File: config.mk
export PLATFORM = sky130hd
export DESIGN_NAME = backoff_poll_scheduler
export DESIGN_NICKNAME = d
export VERILOG_FILES = /design/src/design/bps_pkg.sv /design/src/design/backoff_poll_scheduler.sv /design/src/design/bps_cfg.sv /design/src/design/bps_core.sv
export SDC_FILE = /design/constraint.sdc
export NUM_CORES = 1
export LEC_CHECK = 0
export ABC_AREA = 1
export BUFFER_PORTS_ARGS = -buffer_cell sky130_fd_sc_hd__buf_4
export CAP_MARGIN = 40
export CORE_MARGIN = 4
export CORE_UTILIZATION = 50
export CTS_CLUSTER_DIAMETER = 50
export CTS_CLUSTER_SIZE = 16
export DETAILED_ROUTE_END_ITERATION = 7
export MAX_ROUTING_LAYER = met4
export PLACE_DENSITY_LB_ADDON = 0.12
export SYNTH_ARGS = -nofsm -noshare
export SYNTH_HDL_FRONTEND = slang
export SYNTH_SLANG_ARGS = --single-unit
export TNS_END_PERCENT = 1
File: constraint.sdc
create_clock -name clock -period 6.4 [get_ports clock]
set_input_delay 0.32 -clock clock [delete_from_list [all_inputs] [get_ports clock]]
set_output_delay 0.32 -clock clock [all_outputs]
set_load 0.005 [all_outputs]
File: src/design/bps_pkg.sv
// ============================================================================
// bps_pkg
// Shared types and constants of the backoff poll scheduler.
// ============================================================================
package bps_pkg;

   localparam int unsigned NowW       = 32;
   localparam int unsigned RunW       = 31;
   localparam int unsigned CodeW      = 4;
   localparam int unsigned FailW      = 8;
   localparam int unsigned IntervalW  = 12;
   localparam int unsigned IntervalMsW = 22;
   localparam int unsigned GrownW     = 27;
   localparam int unsigned CsrIndexW  = 2;
   localparam int unsigned ReqDataW   = 80;
   localparam int unsigned RspDataW   = 16;

   localparam logic [IntervalW-1:0]   IntervalMinS   = 12'd15;
   localparam logic [IntervalW-1:0]   IntervalMaxS   = 12'd3600;
   localparam logic [IntervalW-1:0]   IntervalResetS = 12'd60;
   localparam logic [IntervalMsW-1:0] MsPerS         = 22'd1000;
   localparam logic [IntervalMsW-1:0] IntervalResetMs = 22'd60000;
   localparam logic [FailW-1:0]       BackoffShiftMax = 8'd5;
   localparam logic [GrownW-1:0]      BackoffCapMs   = 27'(15 * 60 * 1000);
   localparam logic [FailW-1:0]       FailMax        = 8'd255;

   localparam logic [CsrIndexW-1:0] CSR_POLL_ENABLED   = 2'd0;
   localparam logic [CsrIndexW-1:0] CSR_INTERVAL       = 2'd1;
   localparam logic [CsrIndexW-1:0] CSR_TARGET_PRESENT = 2'd2;

   localparam logic [CodeW-1:0] CODE_NONE            = 4'd0;
   localparam logic [CodeW-1:0] CODE_SUCCESS         = 4'd1;
   localparam logic [CodeW-1:0] CODE_FAILURE         = 4'd2;
   localparam logic [CodeW-1:0] CODE_TIMED_OUT       = 4'd3;
   localparam logic [CodeW-1:0] CODE_STARTUP_FAILURE = 4'd4;

   localparam logic [1:0] ST_IDLE    = 2'd0;
   localparam logic [1:0] ST_POLLING = 2'd1;
   localparam logic [1:0] ST_OK      = 2'd2;
   localparam logic [1:0] ST_ERROR   = 2'd3;

   localparam logic [1:0] CHIME_NONE = 2'd0;
   localparam logic [1:0] CHIME_PASS = 2'd1;
   localparam logic [1:0] CHIME_FAIL = 2'd2;

   typedef struct packed {
      logic [CodeW-1:0] conclusion_code;
      logic [RunW-1:0]  run_id;
      logic             result_ok;
      logic             result_ready;
      logic             target_changed;
      logic             request_now;
      logic             host_active;
      logic             link_up;
      logic [NowW-1:0]  now_ms;
   } item_type;

   typedef struct packed {
      logic [FailW-1:0] failure_count;
      logic [1:0]       chime;
      logic             updated;
      logic             driving;
      logic [1:0]       status;
      logic             start_poll;
   } result_type;

   typedef struct packed {
      logic                   poll_enabled;
      logic                   target_present;
      logic [IntervalMsW-1:0] period_ms;
   } cfg_type;

endpackage

File: src/design/backoff_poll_scheduler.sv
// ============================================================================
// backoff_poll_scheduler
// Capped exponential backoff poll timer, one scheduler step per transfer.
// ============================================================================
// Each req_ transfer carries one scheduler step (time stamp, link and host
// state, poll request, target change, finished poll result). Each step
// yields exactly one rsp_ transfer with the start pulse, status, display
// ownership, update flag, chime and failure count after the step.
// The csr_ port writes poll_enabled (0), interval_seconds (1, saturated to
// 15..3600) and target_present (2); write it only while no step is in flight.
// A step passes through the input register, then through the step logic
// against the scheduler state into the result register that drives
// rsp_tvalid. Throughput is one step per cycle while rsp_tready is high.
// Reset (synchronous) clears the state, empties both registers and loads
// the register defaults (enabled, 60 s, target present).
// When rsp_tready is low the result holds and one more step waits in the
// input register; req_tready drops only when both are full.
// ============================================================================
module backoff_poll_scheduler (
   input  logic                           clock,
   input  logic                           reset,
   input  logic                           req_tvalid,
   output logic                           req_tready,
   // now_ms[31:0], link_up[32], host_active[33], request_now[34],
   // target_changed[35], result_ready[36], result_ok[37], run_id[68:38],
   // conclusion_code[72:69], zero fill [79:73]
   input  logic [bps_pkg::ReqDataW-1:0]   req_tdata,
   output logic                           rsp_tvalid,
   input  logic                           rsp_tready,
   // start_poll[0], status[2:1], driving[3], updated[4], chime[6:5],
   // failure_count[14:7], zero fill [15]
   output logic [bps_pkg::RspDataW-1:0]   rsp_tdata,
   input  logic                           csr_we,
   input  logic [bps_pkg::CsrIndexW-1:0]  csr_index,
   input  logic [bps_pkg::IntervalW-1:0]  csr_wdata
);

   localparam int unsigned ItemW   = $bits(bps_pkg::item_type);
   localparam int unsigned ResultW = $bits(bps_pkg::result_type);

   logic                  in_valid_ff, in_valid_in;
   bps_pkg::item_type     in_item_ff;
   logic                  out_valid_ff, out_valid_in;
   bps_pkg::result_type   out_ff;
   bps_pkg::result_type   result;
   bps_pkg::cfg_type      cfg;
   logic                  advance;

   assign advance      = in_valid_ff & (~out_valid_ff | rsp_tready);
   assign req_tready   = ~in_valid_ff | advance;
   assign in_valid_in  = (req_tvalid & req_tready) | (in_valid_ff & ~advance);
   assign out_valid_in = advance | (out_valid_ff & ~rsp_tready);

   always_ff @(posedge clock) begin
      if (reset) begin
         in_valid_ff  <= 1'b0;
         out_valid_ff <= 1'b0;
      end else begin
         in_valid_ff  <= in_valid_in;
         out_valid_ff <= out_valid_in;
      end
   end

   always_ff @(posedge clock) begin
      if (req_tvalid && req_tready) begin
         in_item_ff <= bps_pkg::item_type'(req_tdata[ItemW-1:0]);
      end
      if (advance) begin
         out_ff <= result;
      end
   end

   bps_cfg u_cfg (
      .clock     (clock),
      .reset     (reset),
      .csr_we    (csr_we),
      .csr_index (csr_index),
      .csr_wdata (csr_wdata),
      .cfg       (cfg)
   );

   bps_core u_core (
      .clock  (clock),
      .reset  (reset),
      .step   (advance),
      .item   (in_item_ff),
      .cfg    (cfg),
      .result (result)
   );

   assign rsp_tvalid = out_valid_ff;
   assign rsp_tdata  = {{(bps_pkg::RspDataW - ResultW){1'b0}}, out_ff};

endmodule

File: src/design/bps_cfg.sv
// ============================================================================
// bps_cfg
// Configuration registers; the interval is saturated and kept in ms.
// ============================================================================
module bps_cfg (
   input  logic                             clock,
   input  logic                             reset,
   input  logic                             csr_we,
   input  logic [bps_pkg::CsrIndexW-1:0]    csr_index,
   input  logic [bps_pkg::IntervalW-1:0]    csr_wdata,
   output bps_pkg::cfg_type                 cfg
);

   logic                               poll_enabled_ff, poll_enabled_in;
   logic                               target_present_ff, target_present_in;
   logic [bps_pkg::IntervalMsW-1:0]    period_ms_ff, period_ms_in;
   logic [bps_pkg::IntervalW-1:0]      sat_s;

   always_comb begin
      sat_s = csr_wdata;
      if (csr_wdata < bps_pkg::IntervalMinS) begin
         sat_s = bps_pkg::IntervalMinS;
      end else if (csr_wdata > bps_pkg::IntervalMaxS) begin
         sat_s = bps_pkg::IntervalMaxS;
      end
      poll_enabled_in   = poll_enabled_ff;
      target_present_in = target_present_ff;
      period_ms_in      = period_ms_ff;
      if (csr_we) begin
         case (csr_index)
            bps_pkg::CSR_POLL_ENABLED:   poll_enabled_in = csr_wdata[0];
            bps_pkg::CSR_INTERVAL:
               period_ms_in = bps_pkg::IntervalMsW'(
                  bps_pkg::IntervalMsW'(sat_s) * bps_pkg::MsPerS);
            bps_pkg::CSR_TARGET_PRESENT: target_present_in = csr_wdata[0];
            default: ;
         endcase
      end
   end

   always_ff @(posedge clock) begin
      if (reset) begin
         poll_enabled_ff   <= 1'b1;
         target_present_ff <= 1'b1;
         period_ms_ff      <= bps_pkg::IntervalResetMs;
      end else begin
         poll_enabled_ff   <= poll_enabled_in;
         target_present_ff <= target_present_in;
         period_ms_ff      <= period_ms_in;
      end
   end

   assign cfg.poll_enabled   = poll_enabled_ff;
   assign cfg.target_present = target_present_ff;
   assign cfg.period_ms      = period_ms_ff;

endmodule

File: src/design/bps_core.sv
// ============================================================================
// bps_core
// Scheduler state and the single-pass step logic for one item.
// ============================================================================
module bps_core (
   input  logic                  clock,
   input  logic                  reset,
   input  logic                  step,
   input  bps_pkg::item_type     item,
   input  bps_pkg::cfg_type      cfg,
   output bps_pkg::result_type   result
);

   logic                           in_flight_ff, in_flight_in;
   logic                           owns_ff, owns_in;
   logic                           pending_ff, pending_in;
   logic                           primed_ff, primed_in;
   logic [bps_pkg::FailW-1:0]      fail_ff, fail_in;
   logic [bps_pkg::NowW-1:0]       next_due_ff, next_due_in;
   logic [bps_pkg::CodeW-1:0]      last_outcome_ff, last_outcome_in;
   logic [bps_pkg::RunW-1:0]       last_run_ff, last_run_in;
   logic [1:0]                     status_ff, status_in;

   logic [bps_pkg::GrownW-1:0]     base, grown, delay;
   logic [2:0]                     shift;
   logic [bps_pkg::NowW-1:0]       since_due;
   logic                           enable, due, same;
   logic [1:0]                     chime;

   always_comb begin
      in_flight_in    = in_flight_ff;
      owns_in         = owns_ff;
      pending_in      = pending_ff | item.target_changed | item.request_now;
      primed_in       = primed_ff & ~item.target_changed;
      fail_in         = fail_ff;
      next_due_in     = next_due_ff;
      last_outcome_in = last_outcome_ff;
      last_run_in     = last_run_ff;
      status_in       = status_ff;
      chime           = bps_pkg::CHIME_NONE;
      same = (item.run_id == last_run_ff) && (item.conclusion_code == last_outcome_ff);

      if (item.result_ready) begin
         in_flight_in = 1'b0;
         if (item.result_ok) begin
            fail_in   = '0;
            status_in = bps_pkg::ST_OK;
            if (primed_in && item.conclusion_code != bps_pkg::CODE_NONE && !same) begin
               if (item.conclusion_code == bps_pkg::CODE_SUCCESS) begin
                  chime = bps_pkg::CHIME_PASS;
               end else if (item.conclusion_code == bps_pkg::CODE_FAILURE ||
                            item.conclusion_code == bps_pkg::CODE_TIMED_OUT ||
                            item.conclusion_code == bps_pkg::CODE_STARTUP_FAILURE) begin
                  chime = bps_pkg::CHIME_FAIL;
               end
            end
            last_outcome_in = item.conclusion_code;
            last_run_in     = item.run_id;
            primed_in       = 1'b1;
         end else begin
            if (fail_ff != bps_pkg::FailMax) begin
               fail_in = fail_ff + 8'd1;
            end
            status_in = bps_pkg::ST_ERROR;
         end
      end

      base  = bps_pkg::GrownW'(cfg.period_ms);
      shift = (fail_in > bps_pkg::BackoffShiftMax) ? 3'(bps_pkg::BackoffShiftMax)
                                                   : fail_in[2:0];
      grown = base << shift;
      if (grown > bps_pkg::BackoffCapMs) begin
         grown = bps_pkg::BackoffCapMs;
      end
      delay = (fail_in == '0 || grown < base) ? base : grown;
      if (item.result_ready) begin
         next_due_in = item.now_ms + bps_pkg::NowW'(delay);
      end

      // a fresh result pushes the due time ahead, so the time check does not make it due then
      since_due = item.now_ms - next_due_ff;
      enable = cfg.poll_enabled & item.link_up & ~item.host_active & cfg.target_present;
      due    = ~owns_ff | (~item.result_ready & ~since_due[bps_pkg::NowW-1]);

      if (!enable) begin
         if (owns_ff) begin
            owns_in = 1'b0;
            if (!in_flight_in) begin
               status_in = bps_pkg::ST_IDLE;
            end
         end
      end else begin
         owns_in = 1'b1;
         if (!owns_ff) begin
            next_due_in = item.now_ms;
         end
         if (in_flight_in) begin
            status_in = bps_pkg::ST_POLLING;
         end else if (pending_in || due) begin
            pending_in   = 1'b0;
            in_flight_in = 1'b1;
            status_in    = bps_pkg::ST_POLLING;
            next_due_in  = item.now_ms + bps_pkg::NowW'(cfg.period_ms);
         end
      end
   end

   always_ff @(posedge clock) begin
      if (reset) begin
         in_flight_ff <= 1'b0;
         owns_ff      <= 1'b0;
         pending_ff   <= 1'b0;
         primed_ff    <= 1'b0;
         fail_ff      <= '0;
         next_due_ff  <= '0;
         status_ff    <= bps_pkg::ST_IDLE;
      end else if (step) begin
         in_flight_ff <= in_flight_in;
         owns_ff      <= owns_in;
         pending_ff   <= pending_in;
         primed_ff    <= primed_in;
         fail_ff      <= fail_in;
         next_due_ff  <= next_due_in;
         status_ff    <= status_in;
      end
   end

   // only compared while primed_ff is set, so no reset needed
   always_ff @(posedge clock) begin
      if (step) begin
         last_outcome_ff <= last_outcome_in;
         last_run_ff     <= last_run_in;
      end
   end

   assign result.start_poll    = in_flight_in & ~in_flight_ff | (in_flight_in & item.result_ready);
   assign result.status        = status_in;
   assign result.driving       = owns_in;
   assign result.updated       = item.result_ready;
   assign result.chime         = chime;
   assign result.failure_count = fail_in;

endmodule

## Yosys cells after proc, flatten, opt, wreduce, memory -nomap -nowiden

Index checks and enable logic that the tools add are counted.

- Flip-flop bits (word level): 192
- Output and inout port bits: 18
- Logic and storage cells: 131
- Input bits: 99

- Bitwise gates (word level): 31
- $mul: 1
- Shifts and indexed selects: 1
- Reduce and logical (&&, ||, !) cells: 18
- Magnitude comparators: 5
- Equal/unequal tests: 9
- $add $sub $neg: 4
- Multiplexer cells: 32

Operators by type and width:

| operator | number |
|---|---|
| 32-bit two-way mux | 5 |
| 27-bit two-way mux | 2 |
| 32-bit by 22-bit adder with 32-bit output | 1 |
| 32-bit by 27-bit adder with 32-bit output | 1 |
| 32-bit subtractor | 1 |
| 31-bit == test | 1 |
| 27-bit by 20-bit > comparator with 1-bit output, second input constant | 1 |
| 27-bit by 22-bit < comparator with 1-bit output | 1 |
| 22-bit by 3-bit left shift with 27-bit output | 1 |
| 12-bit two-way mux | 2 |
| 8-bit two-way mux | 3 |
| 12-bit by 7-bit multiplier with 19-bit output, second input constant | 1 |
| 2-bit two-way mux | 7 |
| 12-bit > comparator, second input constant | 1 |
| 12-bit by 4-bit < comparator with 1-bit output, second input constant | 1 |
| 1-bit two-way mux | 12 |
| 1-bit NOT | 12 |
| 1-bit AND | 11 |
| 8-bit by 1-bit adder with 8-bit output, second input constant | 1 |
| 4-bit by 2-bit == test with 1-bit output, second input constant | 2 |
| 8-bit by 3-bit > comparator with 1-bit output, second input constant | 1 |
| 8-bit logical NOT | 1 |
| 8-bit inequality test, second input constant | 1 |
| 1-bit bitwise OR | 8 |
| 14 further kinds | 23 |

## Logic depth before layout (Yosys ltp)

- Depth after elaboration: 18
- Mapped depth: 58
- Mapped depth without buffers: 55

## Modules after synthesis

A second synthesis with hierarchy kept.

- Cells, all modules: 2112
- Area total of the unflattened synthesis: 15977.8 um^2

Modules (own cells, without submodules):

| module | area an instance (um^2) | cells an instance | sequential area each (um^2) | instances |
|---|---|---|---|---|
| bps_core | 9965.8 | 1555 | 1971.9 | 1 |
| bps_cfg | 3266.9 | 455 | 420.4 | 1 |
| backoff_poll_scheduler | 2745.1 | 102 | 2682.6 | 1 |

## Least setup slack after synthesis

Ideal clock, no wire load.

- Kind: reg2reg
- Start point: register u_core.fail_ff[0] (netlist bit)
- End point: register u_core.next_due_ff[24] (netlist bit)
- Clock period less this slack: 6.814 ns
- Required time: 6.330 ns
- Arrival: 6.744 ns
- Path buffers: 4
- Setup slack: -0.414 ns
- Library setup time: 0.070 ns
- Stages on the path, launching flop included: 53
- Path through: dfxtp_1 -> ha_1 -> nand2_2 -> nor2_2 -> nand2_2 -> nand2_2 -> nor2_1 -> nor2_4 -> a21oi_4 -> nand3_4 -> buf_6 -> nor2_2 -> o21ai_0 -> nor2_1 -> inv_1 -> nor3_1 -> nand3_1 -> nor3_1 -> (+17 left out) -> a21oi_1 -> o21ai_0 -> a31oi_1 -> o21ai_0 -> nand2_1 -> nand2_1 -> nand2_1 -> nand2_1 -> a21boi_0 -> o21ai_0 -> xnor2_1 -> nand2_1 -> nand2_1 -> o21ai_0 -> nand2_1 -> nand3_1 -> nand3_1 -> a21oi_1

RTL lines:

| element | RTL line | RTL |
|---|---|---|
| start: declaration | bps_core.sv:18 | `logic [bps_pkg::FailW-1:0] fail_ff, fail_in;` |
| start signal: assignment | bps_core.sv:122 | `fail_ff <= fail_in;` |
| end signal: assignment | bps_core.sv:123 | `next_due_ff <= next_due_in;` |
| end: declaration | bps_core.sv:19 | `logic [bps_pkg::NowW-1:0] next_due_ff, next_due_in;` |

## Final worst setup path

- Start point: register in_item_ff[36] (netlist bit)
- End point: register u_core.next_due_ff[21] (netlist bit)

- Word-level cells in the longest chain between the ends: 15
- Elaborated cells on any way between the ends: 21
- Classes of those cells: add/sub: 1; order compare: 3; shift: 1; mux: 10; bitwise: 3; reduce/logical: 3

RTL lines:

| element | RTL line | RTL |
|---|---|---|
| start: declaration | backoff_poll_scheduler.sv:42 | `bps_pkg::item_type in_item_ff;` |
| start signal: assignment | backoff_poll_scheduler.sv:66 | `in_item_ff <= bps_pkg::item_type'(req_tdata[ItemW-1:0]);` |
| 8-bit two-way mux | bps_core.sv:43 | `if (item.result_ready) begin` |
| 8-bit by 3-bit > comparator with 1-bit output | bps_core.sv:69 | `shift = (fail_in > bps_pkg::BackoffShiftMax) ? 3'(bps_pkg::BackoffShiftMax)` |
| 3-bit two-way mux | bps_core.sv:69 |  |
| 22-bit by 3-bit left shift with 27-bit output | bps_core.sv:71 | `grown = base << shift;` |
| 27-bit by 20-bit > comparator with 1-bit output | bps_core.sv:72 | `if (grown > bps_pkg::BackoffCapMs) begin` |
| 27-bit two-way mux | bps_core.sv:72 |  |
| 27-bit by 22-bit < comparator with 1-bit output | bps_core.sv:75 | `delay = (fail_in == '0 \|\| grown < base) ? base : grown;` |
| 1-bit logical OR | bps_core.sv:75 |  |
| 27-bit two-way mux | bps_core.sv:75 |  |
| 32-bit by 27-bit adder with 32-bit output | bps_core.sv:77 | `next_due_in = item.now_ms + bps_pkg::NowW'(delay);` |
| 32-bit two-way mux | bps_core.sv:76 | `if (item.result_ready) begin` |
| 32-bit two-way mux | bps_core.sv:94 | `if (!owns_ff) begin` |
| 32-bit two-way mux | bps_core.sv:99 | `end else if (pending_in \|\| due) begin` |
| 32-bit two-way mux | bps_core.sv:97 | `if (in_flight_in) begin` |
| 32-bit two-way mux * | bps_core.sv:85 | `if (!enable) begin` |

Mark *: on every way between the ends. The rest lies on a longest branch, timed or not.
A chain may end at the register's enable or synchronous reset.

==> results.py <==
metrics = {
    "clock_network": {
        "clkTransAtPathRegs_ns": 0.08,
        "cts-buffers-inserted": 17,
        "cts_num_sinks": 192,
        "root_buffer": "clkbuf_16",
        "insertion_delay_ns": 0.45,
        "cts_tree": "done",
        "cts_max_level": 4,
        "postCtsHoldBufs": 0,
        "cts.path.max_buffers": 2,
    },
    "yosys": {
        "syn_area_sq_um": 14300,
        "synthCells": 1726,
        "synthAdderAreaFrac_pct": 17.6,
        "synth_compound_area_share_pct": 13.8,
        "ys.warnings.count": 0,
        "synth-seq-cells": 192,
        "ys_seq_area_share_pct": 35.5,
        "yosys.area_share.simple_pct": 20.2,
        "synth_cell_types": 56,
        "synth_top_family_by_area": "simple AND/OR/NAND/NOR gates",
        "synth_ff_type": "edfxtp_1",
        "synthMuxAreaShare_pct": 0,
        "synth-edff-count": 123,
        "avgSynthCellArea_sq_um": 8.29,
        "synth-xor-area-share_pct": 5.26,
        "synthArstFlopShare_pct": 0,
    },
    "place": {
        "hpwl_microns": 29300,
        "place.gp.congestion": 0.971,
        "place_ws_ns": -0.603,
        "portBuffers": 108,
        "place_area_sq_um": 16600,
    },
    "grt": {
        "grt_max_degree": 64,
        "track_usage_pct": 25.9,
        "grt_overflow_total": 0,
        "antenna_found_initial": 0,
        "grt_pass1_wl_microns": 63400,
        "grt_pass1_vias": 12600,
    },
    "sta": {
        "hold_violations": 0,
        "finalMaxSlewViolations": 0,
        "worst_pin_slew_ns": 0.826,
        "fin_worst_skew_ns": 0.00930,
        "relSlewSlack_pct": 44.8,
        "setup_ws_ns": -0.470,
        "period_needed_ns": 6.87,
        "fmax_mhz": 146,
        "setup_viol": 14,
        "finalCritPeriodShare_pct": 107,
        "rsz0062_at_grt": "true",
    },
    "floorplan": {
        "die_y_microns": 177,
        "start_util_pct": 51.1,
        "coreArea_sq_um": 28000,
        "dieArea_sq_um": 31400,
        "rows": 61,
        "io-pin-count": 117,
        "die_w_microns": 177,
    },
    "drt": {
        "dr.pass1.iters": 5,
        "drc": 0,
        "routedWlPerCell_microns": 16.6,
        "vias": 13000,
        "routed_wl_microns": 39500,
        "first_iter_violations": 814,
        "ant_nets": 0,
        "viasPerCell": 5.46,
    },
    "hold_path": {
        "min_from": "req_tdata[27]",
        "hp-class": "in -> reg",
        "hold_depth": 1,
        "min_to": "in_item_ff[27]$_DFFE_PP_",
    },
    "worst_setup_path": {
        "r2r_cells": 47,
        "required_ns": 6.77,
        "ff2ff_setup_slack_ns": -0.47,
        "r2r_end": "u_core.next_due_ff[21]$_SDFFE_PP0P_",
        "end_kind": "register",
        "reg2reg_from": "in_item_ff[36]$_DFFE_PP_",
        "worstPathArrival_ns": 7.24,
        "critPathMostFrequentCell": "nand2_1",
        "critPathMaxStageDelay_ns": 0.48,
        "cpMaxStageDelayCell": "edfxtp_1",
        "crit_fanout": 6,
        "startpoint_type": "register",
        "worstSetupPathType": "reg -> reg",
    },
    "power_and_ir_drop": {
        "power_mw": 4.86,
        "p_leak_nw": 8.06,
        "ir_drop_mv": 0.205,
        "p_per_area_nw_per_um2": 272,
    },
    "cells_and_area": {
        "diodes": 0,
        "area_growth_pct": 24.9,
        "fin_area_sq_um": 17900,
        "final_nets": 2265,
        "utilization_pct": 63.8,
        "drive_gt1_share_pct": 22.1,
        "fill_cells": 2435,
    },
    "outcome": {
        "status": "complete, but fails checks",
        "violations": "setup timing",
    },
    "job": {
        "maxCapViolations": 0,
    },
}
## per-layer routing
metal / global-route usage [%] / vias up / wire [microns]
met5: - / - / 0
met4: 7.48 / 0 / 910
met3: 3.27 / 71 / 2270
met2: 42.7 / 409 / 18700
met1: 34.0 / 6053 / 17600
li1: - / 6450 / -
## how the worst max path moves through the flow
stage / cells after the start / endpoint / start
finish: 47 / u_core.next_due_ff[21]$_SDFFE_PP0P_ / in_item_ff[36]$_DFFE_PP_
detailed placement: 48 / u_core.next_due_ff[29]$_SDFFE_PP0P_ / u_core.fail_ff[2]$_SDFFE_PP0P_
global route: 51 / u_core.next_due_ff[29]$_SDFFE_PP0P_ / u_core.fail_ff[1]$_SDFFE_PP0P_
floorplan: 53 / u_core.next_due_ff[24]$_SDFFE_PP0P_ / u_core.fail_ff[1]$_SDFFE_PP0P_
global placement: 49 / u_core.next_due_ff[29]$_SDFFE_PP0P_ / u_core.fail_ff[1]$_SDFFE_PP0P_
CTS: 49 / u_core.next_due_ff[21]$_SDFFE_PP0P_ / u_core.fail_ff[0]$_SDFFE_PP0P_
## cell usage after synthesis, types with 9 or more instances
| library cell | instances | area, sq um |
|---|---|---|
| xnor2_1 | 51 | 447 |
| ha_1 | 137 | 1710 |
| a21oi_1 | 145 | 726 |
| nor3_1 | 22 | 110 |
| nand3_1 | 132 | 661 |
| a211oi_1 | 9 | 67.6 |
| fa_1 | 40 | 801 |
| edfxtp_1 | 123 | 3690 |
| clkbuf_1 | 37 | 139 |
| xor2_1 | 35 | 307 |
| nand2_1 | 325 | 1220 |
| nand4_1 | 44 | 275 |
| nor2_1 | 95 | 357 |
| a31oi_1 | 14 | 87.6 |
| o211ai_1 | 16 | 120 |
| dfxtp_1 | 69 | 1380 |
| inv_1 | 212 | 796 |
| o21ai_0 | 103 | 515 |
## area by class of cell
class,count,area (sq um),share of cell area (%)
Timing Repair Buffer,292,2280,12.7
Sequential cell,192,5080,28.5
Clock inverter,15,153,0.854
Multi-Input combinational cell,1269,8640,48.3
Tap cell,378,473,2.65
Clock buffer,17,425,2.38
Inverter,217,821,4.59
## registers in the layout (all words and copies together) (netlist names)
name	count
in_item_ff	73
u_core.next_due_ff	32
u_core.last_run_ff	31
u_cfg.period_ms_ff	19
rsp_tdata	15
u_core.fail_ff	8
u_core.last_outcome_ff	4
u_core.status_ff	2
in_valid_ff	1
rsp_tvalid	1
u_cfg.poll_enabled_ff	1
u_cfg.target_present_ff	1
u_core.in_flight_ff	1
u_core.owns_ff	1
u_core.pending_ff	1
u_core.primed_ff	1
## metrics by stage
stage               hold slack [ns]  TNS (ns)  instances
floorplan                     0.419   -0.0436       1733
global placement              0.443     -3.13       2318
detailed placement            0.449     -5.74       2321
CTS                          0.0253     -1.48       2373
global route                 0.0206    -11.84       2380
finish                       0.0439     -3.47       2380
## report_power, final
group          total [mW]  internal, mW  switching (mW)
Combinational        2.35          1.03            1.31
Sequential           1.46          1.39          0.0643
Clock                1.06         0.549           0.510
## layout by cell type (no fill, tap or decap), types with 9 or more instances in the layout
cell type    n
a211oi_1     9
a21oi_1    135
a21oi_2     11
a31oi_1     12
buf_4      275
buf_6       11
clkbuf_16   17
dfxtp_1     65
edfxtp_1   123
fa_1        39
ha_1       128
ha_4         9
inv_1      210
nand2_1    296
nand2_2     32
nand3_1    128
nand4_1     44
nor2_1      84
nor2_2      10
nor3_1      19
o211ai_1    16
o21ai_0     90
xnor2_1     49
xor2_1      35
## logic make-up after synthesis
group	after synthesis
XOR/XNOR	86
buffers and inverters	274
flip-flops	192
AO/OA/AOI/OAI	344
adder cells (fa/ha/maj)	177
other	1
AND/OR/NAND/NOR	652
## timing repair
action,in CTS,in global routing
resized for setup,54,57
pin swaps,30,37
endpoints found under the setup margin,17,25
buffers inserted,17,7
cloned,3,0
## worst max-delay path, delay by kind of cell (launching register included)
kind / cells / cell delay [ns]
AND/OR/NAND/NOR: 28 / 2.96
AO/OA/AOI/OAI: 12 / 2.01
flip-flops: 1 / 0.48
buffers and inverters: 3 / 0.45
adder cells (fa/ha/maj): 3 / 0.72
XOR/XNOR: 1 / 0.16
No activity file was read; power rests on OpenSTA's default activity.
